`config.mk`:
```
export PLATFORM = sky130hd
export DESIGN_NAME = hpt_mac
export DESIGN_NICKNAME = d
export VERILOG_FILES = /design/src/sv/homogeneous_point_transform_core_defines.svh /design/src/sv/hpt_pkg.sv /design/src/sv/hpt_mac.sv
export SDC_FILE = /design/constraint.sdc
export NUM_CORES = 2
export LEC_CHECK = 0
export BUFFER_PORTS_ARGS = -buffer_cell sky130_fd_sc_hd__buf_2
export CORE_MARGIN = 5
export CORE_UTILIZATION = 55
export DETAILED_ROUTE_END_ITERATION = 6
export PLACE_DENSITY_LB_ADDON = 0.1
export SYNTH_ARGS = -nofsm -noshare
export SYNTH_HDL_FRONTEND = slang
export SYNTH_SLANG_ARGS = --single-unit
```
`constraint.sdc`:
```
create_clock -name clk -period 23.6 [get_ports clk]
set_input_delay 1.18 -clock clk [delete_from_list [all_inputs] [get_ports clk]]
set_output_delay 1.18 -clock clk [all_outputs]
set_load 0.005 [all_outputs]
```
`src/sv/homogeneous_point_transform_core_defines.svh`:
```
// assertion macros for the homogeneous point transform core
// used by the top level; expects clk and rst in the including scope
`ifndef HOMOGENEOUS_POINT_TRANSFORM_CORE_DEFINES_SVH
`define HOMOGENEOUS_POINT_TRANSFORM_CORE_DEFINES_SVH

// same-cycle implication
`define HPT_ASSERT_NOW(lbl, ante, cons, msg) \
  lbl: assert property (@(posedge clk) disable iff (rst) (ante) |-> (cons)) else $error(msg);

// next-cycle implication
`define HPT_ASSERT_NEXT(lbl, ante, cons, msg) \
  lbl: assert property (@(posedge clk) disable iff (rst) (ante) |=> (cons)) else $error(msg);

`endif

```
`src/sv/hpt_pkg.sv`:
```
// shared types and constants for the homogeneous point transform core
// no dependencies
`default_nettype none

package hpt_pkg;

  localparam int DATA_W = 32;
  localparam int EPS_W = 31;
  localparam int DIM = 4;
  localparam int NUM_ENTRIES = 16;
  localparam int IDX_W = 4;
  localparam int QUO_W = 31;

  localparam logic ACT_LOAD = 1'b0;
  localparam logic ACT_XFORM = 1'b1;

  localparam logic [DATA_W-1:0] SAT_POS = {1'b0, {(DATA_W-1){1'b1}}};
  localparam logic [DATA_W-1:0] SAT_NEG = {1'b1, {(DATA_W-1){1'b0}}};

  // one multiply-accumulate issue
  typedef struct packed {
    logic       mul_en;
    logic [1:0] row;
    logic [1:0] col;
  } mac_ctl_t;

  // divider lane control
  typedef struct packed {
    logic load;
    logic step;
  } div_ctl_t;

endpackage

`default_nettype wire

```
`src/sv/hpt_mac.sv`:
```
// shared multiply-accumulate unit: one 32x32 product per cycle, then rescale and add
// depends on hpt_pkg
`default_nettype none

module hpt_mac #(
  parameter int FRAC_BITS = 16
) (
  input  wire logic                                          clk,
  input  wire logic                                          rst,
  input  wire hpt_pkg::mac_ctl_t                             ctl,
  input  wire logic signed [hpt_pkg::DATA_W-1:0]             a,
  input  wire logic signed [hpt_pkg::DATA_W-1:0]             b,
  output      logic signed [2*hpt_pkg::DATA_W-FRAC_BITS+1:0] comp [hpt_pkg::DIM]
);

  localparam int ACC_W = 2*hpt_pkg::DATA_W - FRAC_BITS + 2;

  logic signed [2*hpt_pkg::DATA_W-1:0] prod;
  logic                                add_vld;
  logic [1:0]                          add_row;
  logic [1:0]                          add_col;
  logic signed [ACC_W-1:0]             acc;
  logic signed [ACC_W-1:0]             scaled;
  logic signed [ACC_W-1:0]             sum;

  // floor rescale of the exact product
  assign scaled = ACC_W'(prod >>> FRAC_BITS);
  assign sum = ((add_col == 2'd0) ? '0 : acc) + scaled;

  always_ff @(posedge clk) begin
    if (rst) begin
      add_vld <= 1'b0;
    end else begin
      add_vld <= ctl.mul_en;
    end
  end

  always_ff @(posedge clk) begin
    if (ctl.mul_en) begin
      prod    <= a * b;
      add_row <= ctl.row;
      add_col <= ctl.col;
    end
    if (add_vld) begin
      acc <= sum;
      if (add_col == 2'd3) begin
        comp[add_row] <= sum;
      end
    end
  end

endmodule

`default_nettype wire

```
== Word level (Yosys, flattened, before mapping) ==
Index checks and enable logic that the tools add are counted.

* Bits in writable memories: 0
* Output and inout port bits: 200
* Input port bits: 71
* Latch bits: 0
* Logic and storage cells: 22
* Register bits after elaboration: 319
* Memories: 0
* Bits in read-only memories: 0

* Magnitude comparators: 2
* Equal/unequal tests: 1
* Reductions and logical operators: 3
* Multiplexer cells: 4
* Multiply operators: 1
* Div/mod/pow operators: 0
* Shift operators: 0
* Bitwise gates (word level): 1
* Add/subtract/negate cells: 1

{| class="wikitable"
|+ Operators with widths
! kind !! number
|-
| bitwise mux 200 bit || 1
|-
| demux 50 bit (select 2 bit) || 1
|-
| 2-to-1 mux 50 bit || 2
|-
| multiplier 32 x 32 -> 64 bit || 1
|-
| adder 50 bit || 1
|-
| greater-or-equal comparator 3 bit (second input constant) || 1
|-
| less-than comparator 3 x 1 -> 1 bit (second input constant) || 1
|-
| NOT 2 -> 3 bit || 1
|-
| equality test 2 bit (second input constant) || 1
|-
| zero test 2 bit || 1
|-
| AND reduction 2 bit || 1
|-
| logical AND 1 bit || 1
|}

== Depth between registers and ports, before layout ==
* Word-level depth: 6
* Depth in mapped cells: 28
* Depth with buffers taken out: 26

== Worst setup path after synthesis ==
No wires, ideal clock.

* Kind: in2reg
* Start point: in a[31] (netlist name)
* End point: reg prod[61] (netlist name), data pin
* Setup time: 170 ps
* Buffers on the path: 2
* Data required time: 23430 ps
* Data arrival time: 8826 ps
* Slack: 14604 ps
* Cell stages on the path: 28
* Cell sequence: clkbuf_1 -> nand2_1 -> inv_1 -> fa_1 -> inv_1 -> fa_1 -> inv_1 -> fa_1 -> fa_1 -> inv_1 -> fa_1 -> inv_1 -> fa_1 -> inv_1 -> fa_1 -> fa_1 -> inv_1 -> ha_1 -> clkbuf_1 -> a21o_1 -> a21o_1 -> a21oi_1 -> o21bai_1 -> a21o_1 -> a21o_1 -> a21oi_1 -> mux2_2 -> a311oi_2

* Cells in the longest elaborated chain, start to end: 1

{| class="wikitable"
|+ Ends and longest elaborated chain
! element !! line !! text
|-
| start: declaration || hpt_mac.sv:11 || <nowiki>input wire logic signed [hpt_pkg::DATA_W-1:0] a,</nowiki>
|-
| multiplier 32 x 32 -> 64 bit || hpt_mac.sv:40 || <nowiki>prod <= a * b;</nowiki>
|-
| end signal: assignment || hpt_mac.sv:40 ||
|-
| end: declaration || hpt_mac.sv:18 || <nowiki>logic signed [2*hpt_pkg::DATA_W-1:0] prod;</nowiki>
|}

Every way passes these cells.
A chain may end at the register's enable or synchronous reset.

== Final worst setup path ==
Ends and elaborated chain as after synthesis.

==> summary.md <==
| Metric | Value |
|---|---|
| IO Count | 271 |
| Post-CTS Hold Buffers | 0 |
| Final ANT Viol Nets | 0 |
| Detailed Place HPWL | 96400 microns |
| Post-Synthesis Cells | 4643 |
| PortBufs | 270 |
| Initial Util | 55.1% |
| Critical path endpoint category | flip-flop |
| Synthesized area | 48500 sq um |
| Htree depth | 1 |
| Hold_ws | 0.695 ns |
| Routed via count | 32000 |
| Routed len/inst | 21.4 microns |
| Crit path arrival time | 9.97 ns |
| Cell with the most instances after synthesis | fa_1 |
| TritonCTS clock tree | built |
| Area share of the largest cell type after synthesis | 44.7% |
| Final Hold Viols | 0 |
| Top cells by area, synth | fa_1 45%, edfxtp_1 19%, inv_1 7.8% |
| Die area | 94200 sq um |
| Initial antenna violation count | 6 |
| Fin crit period | 9.62 ns |
| Synth warn | 0 |
| Synth Register Bits | 303 |
| Max Cap Violations | 0 |
| Layout area overhead | 5.98% |
| Row cnt | 109 |
| Setup violations, final | 0 |
| Final GP Congestion | 0.912 |
| Post-synthesis sequential area ratio | 18.7% |
| Startpoint types | input port |
| Gr usage total | 27.4% |
| Hold Crit Depth | 1 |
| DRT iter0 DRCs | 2255 |
| Final net count | 6112 |
| Clock latency on the worst-skew pair | 0.52 ns |
| Status | completed |
| Synth cell types | 93 |
| Largest fanout on the critical path | 32 |
| Post_cts resized | 0 |
| Fmax | 104 MHz |
| Deepest clock path buffer count | 3 |
| Maximum number of pins on one net before global-route repair | 54 |
| Setup_tns | 0 ns |
| Die H | 307 microns |
| WL final | 126000 microns |
| Storage cell area | 9090 sq um |
| # fillers | 7612 |
| Number of synthesized flops with an enable pin | 302 |
| Number of global-route vias before repair | 34600 |
| Setup bufs post-CTS | 0 |
| Share of layout cells above drive strength 1 | 8.13% |
| Clock Sinks | 303 |
| Die width | 307 microns |
| Actual slew at the worst max-slew pin | 1.01 ns |
| Overflow after GRT | 0 |
| Final period util | 40.8% |
| Area taken by multi-input logic gates | 34700 sq um |
| Root Buffer | clkbuf_16 |
| Final Max Slew Viols | 0 |
| Async S/R FF share, synth | 0% |
| First-pass GRT wire length | 200000 microns |
| Post-Layout Cell Count | 5912 |
| Top post-synthesis cells by count | 1082 x fa_1, 1008 x inv_1, 540 x nand2_1 |
| RSZ-0062 raised after global routing | false |
| Kind of critical path | input port to flip-flop |
| Setup Skew | 0.0203 ns |
| R2R depth | 13 |
| CTS buffer count | 23 |
| Number of cells after detailed placement | 5870 |
| Post-Syn Area per Cell | 10.4 sq um |
| Routed vias/inst | 5.42 |
| Slew margin rel. | 32.5% |
| Placeable core area | 88000 sq um |
| Hold/Removal Path Class | flip-flop to flip-flop |
| Yosys top cell by area | fa_1 |
| Worst-path clk slew | 0.07 ns |
| Mapped Nets | 6025 |
| Drt pass-1 iters | 6 |
| # DRC | 0 |
| Critical Path RT | 23.95 ns |
| Top FF cell, synth | edfxtp_1 |
through the flow:
step           setup WS [ns]  utilization [%]  area [sq um]
2_1_floorplan          14.60                -         48500
3_3_place_gp           13.49             57.6         50600
3_5_place_dp           13.42             57.6         50600
4_1_cts                13.94             58.4         51400
5_1_grt                13.37             58.4         51400
6_report               13.98             58.4         51400
per-layer routing:
layer / GRT usage, % / routed length [microns] / vias to the layer above
met3: 7.87 / 13500 / 164
li1: - / - / 14100
met5: 0 / 13 / -
met4: 5.59 / 2780 / 2
met2: 42.1 / 55000 / 1315
met1: 39.5 / 55000 / 16400
flip-flops by register name (all words and copies together) (netlist names):
name and flops:
comp 200, acc 50, prod 48, add_col 2, add_row 2, add_vld 1
layout make-up:
cell class | count | share of cell area, %
Sequential cell | 303 | 17.7
Clock buffer | 24 | 1.13
Inverter | 1010 | 7.38
Clock inverter | 17 | 0.355
Timing Repair Buffer | 297 | 3.02
Antenna cell | 1 | 0.00487
Multi-Input combinational cell | 3095 | 67.6
Tap cell | 1165 | 2.84
cells in the final DEF (no fill, tap or decap), drive strengths merged, types with 19 or more instances in the layout:
cell / Yosys / layout
nor3: 24 / 24
a21oi: 96 / 96
o21a: 19 / 19
and2: 516 / 516
edfxtp: 302 / 302
nand3: 20 / 20
clkbuf: 224 / 24
ha: 229 / 229
fa: 1082 / 1082
xor2: 35 / 35
nor2b: 58 / 58
inv: 1008 / 1012
xnor2: 67 / 67
buf: 11 / 297
a21o: 70 / 70
nand2: 540 / 540
o21bai: 24 / 24
o21ai: 41 / 41
nor2: 95 / 95
worst max-delay path, cell delays in order:
cell	delay (ns)
buf_2	0.54
nand2_1	0.19
inv_1	0.17
fa_1	0.45
fa_1	0.49
fa_1	1.05
fa_1	0.84
inv_1	0.43
fa_1	0.62
inv_1	0.06
fa_1	0.52
inv_1	0.05
fa_1	0.46
fa_1	0.51
inv_1	0.04
ha_1	0.37
a21o_1	0.23
a21o_1	0.17
a21oi_1	0.29
o21bai_1	0.10
a21o_1	0.18
a21o_1	0.17
a21oi_1	0.22
mux2_2	0.37
a311oi_2	0.23
kinds of logic after synthesis:
kind of cell	after synthesis	share of synthesized area (%)
AOI/OAI and AO/OA	351	5.19
xor gates and xnor gates	102	1.84
adders and majority gates	1311	50.6
buffers and inverters	1245	9.69
DFF	303	18.7
muxes	3	0.0671
and+or+nand+nor	1328	13.9
worst paths after layout:
kind / from / endpoint / slack [ns]
min: prod[16]$_DFFE_PP_ / comp[100]$_DFFE_PP_ / 0.70
min reg2reg: prod[16]$_DFFE_PP_ / comp[100]$_DFFE_PP_ / 0.70
max: a[31] / prod[61]$_DFFE_PP_ / 13.98
max reg2reg: add_col[1]$_DFFE_PP_ / comp[149]$_DFFE_PP_ / 18.99
Power is left out: the tool's default activity adds up to more than one toggle a clock period on the data nets, which glitch-free logic cannot reach.
