--- config.mk ---
export PLATFORM = sky130hd
export DESIGN_NAME = hpt_div
export DESIGN_NICKNAME = d
export VERILOG_FILES = /design/src/sv/homogeneous_point_transform_core_defines.svh /design/src/sv/hpt_pkg.sv /design/src/sv/hpt_div.sv
export SDC_FILE = /design/constraint.sdc
export NUM_CORES = 1
export LEC_CHECK = 0
export BUFFER_PORTS_ARGS = -buffer_cell sky130_fd_sc_hd__buf_2
export CORE_UTILIZATION = 45
export DETAILED_ROUTE_END_ITERATION = 16
export GPL_ROUTABILITY_DRIVEN = 0
export GPL_TIMING_DRIVEN = 0
export PLACE_DENSITY = 0.64
export SKIP_LAST_GASP = 1
export SYNTH_ARGS = -nofsm -noshare
export SYNTH_HDL_FRONTEND = slang
export SYNTH_SLANG_ARGS = --single-unit
export TNS_END_PERCENT = 5
--- constraint.sdc ---
create_clock -name clk -period 5.4 [get_ports clk]
set_clock_uncertainty 0.2 [all_clocks]
set_input_delay 0.54 -clock clk [delete_from_list [all_inputs] [get_ports clk]]
set_output_delay 0.54 -clock clk [all_outputs]
set_load 0.05 [all_outputs]
--- src/sv/homogeneous_point_transform_core_defines.svh ---
// assertion macros for the homogeneous point transform core
// used by the top level; expects clk and rst in the including scope
`ifndef HOMOGENEOUS_POINT_TRANSFORM_CORE_DEFINES_SVH
`define HOMOGENEOUS_POINT_TRANSFORM_CORE_DEFINES_SVH

// same-cycle implication
`define HPT_ASSERT_NOW(lbl, ante, cons, msg) \
  lbl: assert property (@(posedge clk) disable iff (rst) (ante) |-> (cons)) else $error(msg);

// next-cycle implication
`define HPT_ASSERT_NEXT(lbl, ante, cons, msg) \
  lbl: assert property (@(posedge clk) disable iff (rst) (ante) |=> (cons)) else $error(msg);

`endif

--- src/sv/hpt_pkg.sv ---
// shared types and constants for the homogeneous point transform core
// no dependencies
`default_nettype none

package hpt_pkg;

  localparam int DATA_W = 32;
  localparam int EPS_W = 31;
  localparam int DIM = 4;
  localparam int NUM_ENTRIES = 16;
  localparam int IDX_W = 4;
  localparam int QUO_W = 31;

  localparam logic ACT_LOAD = 1'b0;
  localparam logic ACT_XFORM = 1'b1;

  localparam logic [DATA_W-1:0] SAT_POS = {1'b0, {(DATA_W-1){1'b1}}};
  localparam logic [DATA_W-1:0] SAT_NEG = {1'b1, {(DATA_W-1){1'b0}}};

  // one multiply-accumulate issue
  typedef struct packed {
    logic       mul_en;
    logic [1:0] row;
    logic [1:0] col;
  } mac_ctl_t;

  // divider lane control
  typedef struct packed {
    logic load;
    logic step;
  } div_ctl_t;

endpackage

`default_nettype wire

--- src/sv/hpt_div.sv ---
// one lane of the restoring divider: num * 2^FRAC_BITS / w, one quotient bit per step
// depends on hpt_pkg
`default_nettype none

module hpt_div #(
  parameter int FRAC_BITS = 16
) (
  input  wire logic                                          clk,
  input  wire hpt_pkg::div_ctl_t                             ctl,
  input  wire logic signed [2*hpt_pkg::DATA_W-FRAC_BITS+1:0] num,
  input  wire logic signed [2*hpt_pkg::DATA_W-FRAC_BITS+1:0] w,
  output      logic signed [hpt_pkg::DATA_W-1:0]             result
);

  localparam int ACC_W = 2*hpt_pkg::DATA_W - FRAC_BITS + 2;
  localparam int QW = hpt_pkg::QUO_W;
  localparam int SH = QW - FRAC_BITS;
  localparam int CW = ACC_W + SH;

  logic             neg_in;
  logic [ACC_W-1:0] mag;
  logic [ACC_W-1:0] w_u;
  logic             sat_in;
  logic [ACC_W-1:0] r2;
  logic             ge;

  logic             neg;
  logic             sat;
  logic [ACC_W-1:0] rem;
  logic [QW-1:0]    sh;
  logic [QW-1:0]    q;

  assign neg_in = num[ACC_W-1];
  assign mag = neg_in ? ACC_W'(-num) : ACC_W'(num);
  assign w_u = ACC_W'(w);
  // integer part of the quotient reaches 2^(31-FRAC_BITS)
  assign sat_in = CW'(mag) >= (CW'(w_u) << SH);
  // remainder stays below w, so its top bit is free for the shift
  assign r2 = {rem[ACC_W-2:0], sh[QW-1]};
  assign ge = r2 >= w_u;

  always_ff @(posedge clk) begin
    if (ctl.load) begin
      neg <= neg_in;
      sat <= sat_in;
      rem <= mag >> SH;
      sh  <= QW'({mag, {FRAC_BITS{1'b0}}});
      q   <= '0;
    end else if (ctl.step) begin
      rem <= ge ? (r2 - w_u) : r2;
      sh  <= {sh[QW-2:0], 1'b0};
      q   <= {q[QW-2:0], ge};
    end
  end

  always_comb begin
    if (sat) begin
      result = neg ? hpt_pkg::SAT_NEG : hpt_pkg::SAT_POS;
    end else if (neg) begin
      result = hpt_pkg::DATA_W'(0) - hpt_pkg::DATA_W'(q);
    end else begin
      result = hpt_pkg::DATA_W'(q);
    end
  end

endmodule

`default_nettype wire

======== After elaboration in Yosys (flattened, before gate mapping) ========
Cells that the tools add are included.
word-level totals
  bits in latches ......................... 0
  register bits ........................... 97
  word-level logic and storage cells ...... 21
  memories kept ........................... 0
  memory bits (writable) .................. 0
  memory bits (read-only) ................. 0
  output and inout port bits .............. 32
operators by class
  equal/unequal tests ..................... 0
  order comparisons ....................... 2
  div/mod/pow operators ................... 0
  add/subtract/negate cells ............... 3
  shift-type cells ........................ 0
  reductions and logical operators ........ 1
  multiplexer cells ....................... 9
  multiply operators ...................... 0
  bitwise logic cells ..................... 0
operators by type and width
  cell                   count
  $mux 32                3
  $mux 35                2
  $ge 50x65->1           1
  $mux 31                2
  $ge 50x50->1           1
  $mux 50                1
  $neg 50->50            1
  $mux 49                1
  $sub 49x49->49         1
  $sub 1x31->32 const A  1
  $reduce_bool 2->1      1

======== Longest topological paths before layout ========
Gate-level depths: netlist of the first run.
  depth after elaboration ................. 4
  gate-level depth with buffers ........... 19
  mapped depth without buffers ............ 19

======== Least setup slack after synthesis of the first run ========
OpenSTA, ideal clock, no wires.
  path kind ............................... in2reg
  start ................................... input port num[14] (netlist bit)
  end ..................................... register sat (data pin)
  setup time .............................. 0.263 ns
  required time ........................... 4.937 ns
  arrival time ............................ 3.951 ns
  slack ................................... 0.985 ns
  buffers on the path ..................... 0
  stages on the path ...................... 18
  cell sequence ........................... or4_4 > nor4_2 > nor4b_4 > and2b_1 > nand3_1 > o31ai_1 > xnor2_1 > ha_1 > a21o_1 > a21o_1 > a21o_1 > a21o_1 > a21o_1 > a21o_1 > a21oi_1 > o211ai_1 > a21oi_1 > o32ai_1
between the ends
  word-level cells in the longest chain between the ends .. 3
RTL lines
  element               line           RTL
  from (decl)           hpt_div.sv:10  input wire logic signed [2*hpt_pkg::DATA_W-FRAC_BITS+1:0] num,
  $neg 50->50           hpt_div.sv:34  assign mag = neg_in ? ACC_W'(-num) : ACC_W'(num);
  $mux 50 *             hpt_div.sv:34
  $ge 50x65->1 *        hpt_div.sv:37  assign sat_in = CW'(mag) >= (CW'(w_u) << SH);
  net sat_in            hpt_div.sv:23  logic sat_in;
  to (signal assigned)  hpt_div.sv:45  sat <= sat_in;
  to (decl)             hpt_div.sv:28  logic sat;
The timed path passes the listed nets; every way through them passes the cells marked *.
A chain may end at the register's enable or synchronous reset.

======== Final worst setup path of the first run ========
Ends and elaborated chain as after synthesis.

==> results.md, run 1 <==
- The flow ran to the end, but the final reports show violations.
- The checks that failed: design-rule violations.
- In the routed design, unresolved DRC markers number 5.
- The post-synthesis net count is 1,509.
- Among all stages on the critical path, the largest delay is contributed by or4_4.
- At the worst endpoint, the required time is 5.28 ns.
- The standby leakage power is 5.14 nW.
- Max-cap violations in this run came to 0.
- Dividing the final minimum period by the clock period gives 0.989.
- The clock passes through at most 2 buffers.
- By area the synthesized netlist is led by edfxtp_1 (15%), ha_1 (11%), dfxtp_1 (8.9%).
- The total track usage is 0.272.
- Measured against its own limit, the worst slew margin works out to 0.392.
- The worst setup path is launched from an input port.
- For this run, the slowest stage of the critical path takes 0.57 ns.
- The number of distinct library cells after synthesis is 74.
- Summing all multi-input logic gate instances after layout gives 7140 sq um.
- Buffers inserted during clock tree synthesis total 9.
- Before CTS, the worst setup slack after placement is -0.322 ns.
- After synthesis the cells add up to 10,200 sq um.
- The kind of end point of the critical path is a register.
- The share of synthesized area in the top cell type comes to 0.154.
- The sequential element share of the synthesized area is 0.242.
- At the end of the flow, the number of nets in the layout was 1,652.
- The number of enable-type register cells in the synthesized netlist is 52.
- The number of violations reported at the end of detailed-routing iteration 0 is 866.
- The antenna diode instance count is 0.
- The boundary pin count is 135.
- Hold is met by 0.220 ns.
- The type of the most critical hold path is in2reg.
- Once detailed placement completed, the half-perimeter wirelength came to 24.8 mm.
- The library cell used as clock root buffer is clkbuf_16.
- The die outline area is 23,200 sq um.
- After clock tree synthesis, the clock-pin slew on the worst setup and hold paths is 0.07 ns.
- Counting flops with an async set or reset pin after synthesis yields a share of 0.
- After synthesis, the largest family of logic cells by area is compound AO/OA/AOI/OAI gates.
- For this configuration, the core starts out at a cell density of 0.463.
- The ratio of cells with drive above 1 in the final layout is 0.126.
- The cell area after layout is 11,500 sq um.
- The routed design has 31.6 mm of wire.
- The die is 152 microns tall.
- The first global-routing pass estimated 50.5 mm of wire.
- Counting I/O delays and the setup requirement, the final critical path takes 5.34 ns.
- The cell family contributing the most delay on the critical path is compound AO/OA/AOI/OAI gates.
- The initialized floorplan defines 54 standard-cell rows.
- Yosys printed 0 warnings.
- The count of buffers added on input and output ports is 131.
- The highest clock frequency the design can meet is 187 MHz.
- The number of hold-slack violations in the final timing report is 0.
- The kind of critical path is in2reg.
- The post-synthesis share of cell area spent on and, or, nand and nor gates is 0.212.
- The average wire per standard cell is 18.1 microns.
- The number of cells produced by synthesis is 1,317.
- Along the worst path, the maximum fanout reaches 5.
- The most used flip-flop cell after synthesis is edfxtp_1.
- For the final routed database, the setup TNS stands at 0 ns.
- The library cell used most frequently in the layout, excluding fill and tap cells, is nor2_1.
- Setup repair after global routing left no endpoint under its margin.
- The largest total area in the synthesized netlist belongs to edfxtp_1.
- The number of pins with negative max-slew slack in the final report is 0.
- The setup violation total in the final timing report is 0.
- The number of hold buffers added after CTS is 0.
- For the worst-skew pair, the clock arrives at the later sink with an insertion delay of 0.36 ns.
- Using the TritonRoute via totals, the vias-per-cell ratio works out to 5.91.
- Summing all flip-flop and latch instances after layout gives 2460 sq um.
- The clock drives 97 sinks.
- The number of antenna violations at the first check in global routing is 0.
- The TritonCTS clock tree is built.
- Of the total synthesized cell area, the portion taken by XOR and XNOR cells is 0.0784.
- Walking the worst path, the cells encountered are buf_2 > or4_4 > nor4_2 > nor4b_4 > and2b_1 > nand4_1 > o21ai_0 > xnor2_1 > ha_1 > a21o_1 > a21o_1 > a21o_1 > a21o_1 > a21oi_1 > nor2b_1 > o21ai_0 > o211ai_1 > a21oi_1 > o32ai_1.
- The worst-case IR drop observed on VDD is 0.000165 V.
- In this run the remaining antenna-violating nets after routing total 0.
- The post-synthesis sequential element count is 97.
- Across all setup checks in the final design, the least slack found is 0.0615 ns.
- The area share of fa/ha/maj cells after synthesis is 0.110.
- Data arrives at the worst endpoint at 5.22 ns.
- The ratio of total power to cell area is 249 nW/um^2.
- For the pin with the worst max-slew slack, the measured transition is 0.901 ns.
- The area of the placeable core is 22,000 sq um.
- Entering global routing, the biggest net connects 36 pins.
- CTS built an H-tree with a depth of 3.
- The buffer and inverter count on the worst path is 1.
- The fill cell instance count of the final layout is 2,199.
- The cell area after placement is 11,200 sq um.
- The aggregate global routing overflow is 0.
- The via count of the first global-routing pass is 9,459.
- The per-instance average area after synthesis is 7.72 sq um.
- Once the clock tree was built, the setup fixing pass inserted 0 buffers.
- The width of the chip is 152 microns.
- The post-synthesis compound-gate area fraction was 0.256.
- From synthesis to final layout, the design area changed by 13.0%.
- Detailed routing inserted a total of 10,316 vias.
- At the end of the flow the core is filled with cells to 0.523.
- The multiplexer area fraction after synthesis is 0.0447.
- The cell repeated most along the worst path is a21o_1.
- The pre-antenna-repair detailed-routing pass consisted of 11 iterations.
- In the layout the commonest cells are nor2_1 (159), a21oi_1 (138), buf_2 (136).
==> synthesized netlist by cell type (3+ instances only) <==
master / number
edfxtp_1: 52
dfxtp_1: 45
inv_1: 76
nor2_1: 159
mux2i_1: 42
a21oi_1: 138
or3_1: 22
o22ai_1: 3
nor4_1: 12
nand2_1: 123
nand4_1: 24
o21ai_0: 67
o211a_1: 7
o32ai_1: 3
buf_2: 5
a21boi_0: 3
a211oi_1: 13
mux2_2: 3
and3_1: 10
nor3b_1: 8
or2_2: 4
nand2b_1: 18
xor2_1: 33
xnor2_1: 58
o31ai_1: 18
and2_1: 4
or4_1: 5
o41ai_1: 15
a21o_1: 43
o311ai_0: 11
ha_1: 88
a41oi_1: 5
o21a_1: 10
buf_1: 6
nand3_1: 17
clkbuf_1: 50
nor2b_1: 10
a31oi_1: 9
o21bai_1: 10
buf_6: 4
nor3_1: 28
o211ai_1: 14
==> repair_timing <==
| item | 4_1_cts | 5_1_grt |
|---|---|---|
| setup endpoints to repair | 0 | 1 |
| resized for setup | 0 | 1 |
| endpoints found under the hold margin | 0 | 0 |
==> power by group <==
part	internal (mW)	total (mW)	switching, mW	leakage, nW
logic	0.487	1.30	0.815	4.11
clock network	0.324	0.660	0.336	0.145
registers	0.858	0.895	0.0371	0.884
total	1.67	2.86	1.19	5.14
==> worst reg2reg max path, delay by kind of cell (launching register included) <==
kind	cells	cell delay, ns
AOI/OAI and AO/OA	8	1.87
adders and majority gates	1	0.29
buffers and inverters	2	0.81
DFF	1	0.40
and+or+nand+nor	2	0.28
==> final cells by class <==
class | count | area share
Inverter | 76 | 0.0248
Clock buffer | 9 | 0.0196
Tap cell | 280 | 0.0305
Timing Repair Buffer | 132 | 0.0588
Buffer | 66 | 0.0251
Clock inverter | 7 | 0.00523
Sequential cell | 97 | 0.214
Multi-Input combinational cell | 1078 | 0.622
==> stage by stage <==
step,cells,total power [mW]
finish,1745,2.86
global route,1745,3.03
CTS,1745,2.85
detailed placement,1729,2.19
global placement,1728,2.18
floorplan,1317,1.86
==> cell families (layout without fill, tap and decap cells) <==
family          after synthesis  count (layout)
buf+inv                     142             290
mux                          45              45
simple gates                455             455
flops                        97              97
compound gates              398             398
fa+ha+maj                    89              89
xor+xnor                     91              91
==> path summary, 6_finish.rpt <==
| check | from | end | slack (ns) | depth (start not counted) |
|---|---|---|---|---|
| max | num[14] | sat | 0.06 | 19 |
| max reg2reg | rem[12] | rem[6] | 1.28 | 13 |
| min | ctl[1] | neg | 0.22 | 1 |
| min reg2reg | rem[48] | rem[48] | 0.29 | 1 |
==> registers in the layout, summed over array words and instances (netlist names) <==
register,count
q,31
neg,1
rem,49
sh,15
sat,1
==> layer usage <==
layer / GRT usage / part of all wire / vias up
li1: - / - / 5102
met1: 0.388 / 0.47 / 4813
met2: 0.428 / 0.44 / 368
met3: 0.0304 / 0.065 / 33
met4: 0.0821 / 0.022 / 0
met5: 0 / 0 / -
Power figures use the tool's default switching activity.
==> inputs of run 2 (changes only) <==
- SETUP_SLACK_MARGIN: default -> 0.3
==> run 2 against run 1 <==
  * Combinational power is essentially flat
  * Via count is 0.42% lower
  * Total power about the same
  * Sequential power hardly changed
  * The run still ends with design-rule violations left
  * Critical endpoint unchanged
  * Worst setup slack better by 0.34 ns
  * Final cell count is 0.11% higher
  * Highest routed layer unchanged
  * Largest cell class unchanged
  * Register-to-register slack about the same
  * First-iteration DRC count up 0.92%
  * Clock-buffer cell count unchanged
==> results.md, run 2 (synthesized netlist as in run 1, its figures left out) <==
- The library cells used most frequently in the layout, excluding fill and tap cells, are nor2_1 (159), a21oi_1 (137), buf_2 (136).
- The antenna diode instance count is 0 (unchanged).
- The number of buffers on the longest clock path came to 2 (unchanged).
- The first-pass GRT wire length was 50.5 mm (about the same).
- The width of the chip was 152 microns (unchanged).
- The path class of the tightest hold or removal check is in2reg.
- The total power after layout is 2.86 mW (about the same).
- The number of CTS-inserted buffers is 9 (unchanged).
- Among the stages of the critical path, the cell type that occurs most often is a21o_1.
- The setup path with the least slack is of type in2reg.
- The number of violations reported at the end of detailed-routing iteration 0 is 874 (+0.92%).
- The worst setup path is captured at a register.
- The initial core utilization is 0.463 (unchanged).
- The largest net degree at the start of global routing was 36 (unchanged).
- The cell family contributing the most delay on the critical path is compound AO/OA/AOI/OAI gates.
- The average vias per placed instance is 5.88 (-0.53%).
- The relative slew slack came to 0.365 (-0.0264).
- The register containing the most flip-flops in the final layout is rem.
- The largest registers in the layout are rem x49, q x31, sh x15.
- The highest clock frequency the design can meet is 200 MHz (+6.8%).
- The area of the placeable core is 22,000 sq um (unchanged).
- The number of port buffers is 131 (unchanged).
- The TritonCTS clock tree is built.
- The max-capacitance violation count is 0 (unchanged).
- The number of hold buffers added after CTS was 0 (unchanged).
- The count of clock tree sinks was 97 (unchanged).
- The die outline area is 23,200 sq um (unchanged).
- The flow ran to the end, but the final reports show violations.
- The ratio of cells with drive above 1 in the final layout is 0.129 (+0.00324).
- The clock transition time at the flip-flop clock pins of the worst setup and hold paths was 0.07 ns (about the same).
- The number of pins with negative max-slew slack in the final report is 0 (unchanged).
- The overall die height was 152 microns (unchanged).
- The total routed wirelength came to 31.6 mm (about the same).
- The number of rows created at floorplan came to 54 (unchanged).
- The source-to-sink clock delay at the later pin of the worst-skew pair came to 0.36 ns (about the same).
- The commonest non-fill, non-tap cell in the layout is nor2_1.
- Setup repair after global routing left no endpoint under its margin.
- The arrival time of data at the critical path endpoint came to 4.89 ns (-0.33 ns).
- The number of antenna violations at the first check in global routing is 0 (unchanged).
- The boundary pin count is 135 (unchanged).
- The number of remaining DRC errors is 5 (unchanged).
- The final critical-path share of the clock period was 0.925 (-0.0633).
- The remaining antenna violation count is 0 (unchanged).
- The total track usage was 0.272 (about the same).
- The average wire per standard cell is 18.1 microns (about the same).
- The highest ir drop seen on vdd is 0.000162 V (-1.6%).
- The required arrival time at the worst endpoint was 5.29 ns (about the same).
- The number of detailed-routing iterations run before antenna repair is 12 (+1).
- The actual slew at the worst max-slew pin is 0.940 ns (+0.0392 ns).
- The total vias in the final route was 10,273 (-0.42%).
- The H-tree depth reported by CTS is 3 (unchanged).
- The layout overhead on the synthesized area is 13.2%.
- The number of flip-flops in the largest register is 49 (unchanged).
- The checks that failed: design-rule violations.
- The top fanout value on the critical path was 5 (unchanged).
- The standby leakage power came to 5.15 nW (+0.20%).
- The via count of the first global-routing pass came to 9,474 (+0.16%).
- The number of hold-slack violations in the final timing report is 0 (unchanged).
- The buffer and inverter count on the worst path is 1 (unchanged).
- The worst hold slack across all endpoints is 0.218 ns (-0.00153 ns).
- The aggregate global routing overflow was 0 (unchanged).
- The critical path startpoint category is an input port.
- The ratio of total power to cell area is 248 nW/um^2 (-0.28%).
- The setup violation total in the final timing report came to 0 (unchanged).
- The placed wire-length estimate after detailed placement is 24.8 mm (unchanged).
- The total negative setup slack came to 0 ns (unchanged).
- The shortest period the worst path allows came to 5.00 ns (-0.342 ns).
- The library cell used as clock root buffer is clkbuf_16.
- The critical path goes through buf_2 > or4_4 > nor4_2 > nor4b_4 > and2b_1 > nand4_1 > o21ai_1 > xnor2_1 > ha_1 > a21o_1 > a21o_1 > a21o_1 > a21o_1 > a21oi_1 > nor2b_1 > o21ai_1 > o211ai_1 > a21oi_2 > o32ai_1.
- The final net count is 1,654 (+0.12%).
- The delay of the slowest cell on the worst path is 0.57 ns (about the same).
- The slowest stage of the critical path is the or4_4 cell.
==> run 2: cell count changes in the layout (fill, tap and decap cells not counted), sizes merged <==
cell and change:
buf +2
==> run 2: cell type report <==
type                       instances  area, sq um
clock inverter                     7         60.1
sequential                        97         2460
multi-input combinational       1078         7150
buffer                            66          288
inverter                          76          285
clock buffer                       9          225
fill                            2197        10400
tap                              280          350
timing repair buffer             134          691
==> run 2: metrics by stage <==
step            util  worst slack [ns]  std cells  instance area, sq um
3_3_place_gp   0.509            -0.342       1728                 11200
6_report       0.524             0.403       1747                 11500
3_5_place_dp   0.510            -0.322       1729                 11200
2_1_floorplan      -             0.985       1317                 10200
4_1_cts        0.523             0.314       1745                 11500
5_1_grt        0.524             0.304       1747                 11500
==> run 2: worst paths after layout <==
| path | start | end | slack (ns) | cells after the start |
|---|---|---|---|---|
| worst max-delay path | num[14] | sat | 0.40 | 19 |
| worst min-delay path | ctl[1] | neg | 0.22 | 1 |
| worst max register to register | rem[12] | rem[6] | 1.27 | 13 |
| worst min register to register | rem[48] | rem[48] | 0.29 | 1 |
==> run 2: layer usage <==
metal	up-vias	part of all wire	track usage
met3	34	0.067	0.0304
met1	4781	0.47	0.388
li1	5104	-	-
met5	-	0	0
met2	354	0.44	0.429
met4	0	0.022	0.0821
==> run 2: timing repair <==
item,in CTS,in global routing
gates resized for setup,2,4
pin swaps,0,1
setup endpoints to repair,1,1
buffers inserted,0,2
==> run 2: where the power goes <==
part	leakage [nW]	internal (mW)	total (mW)	switching, mW
clock	0.145	0.324	0.659	0.335
sequential	0.884	0.858	0.895	0.0370
combinational	4.12	0.488	1.30	0.815
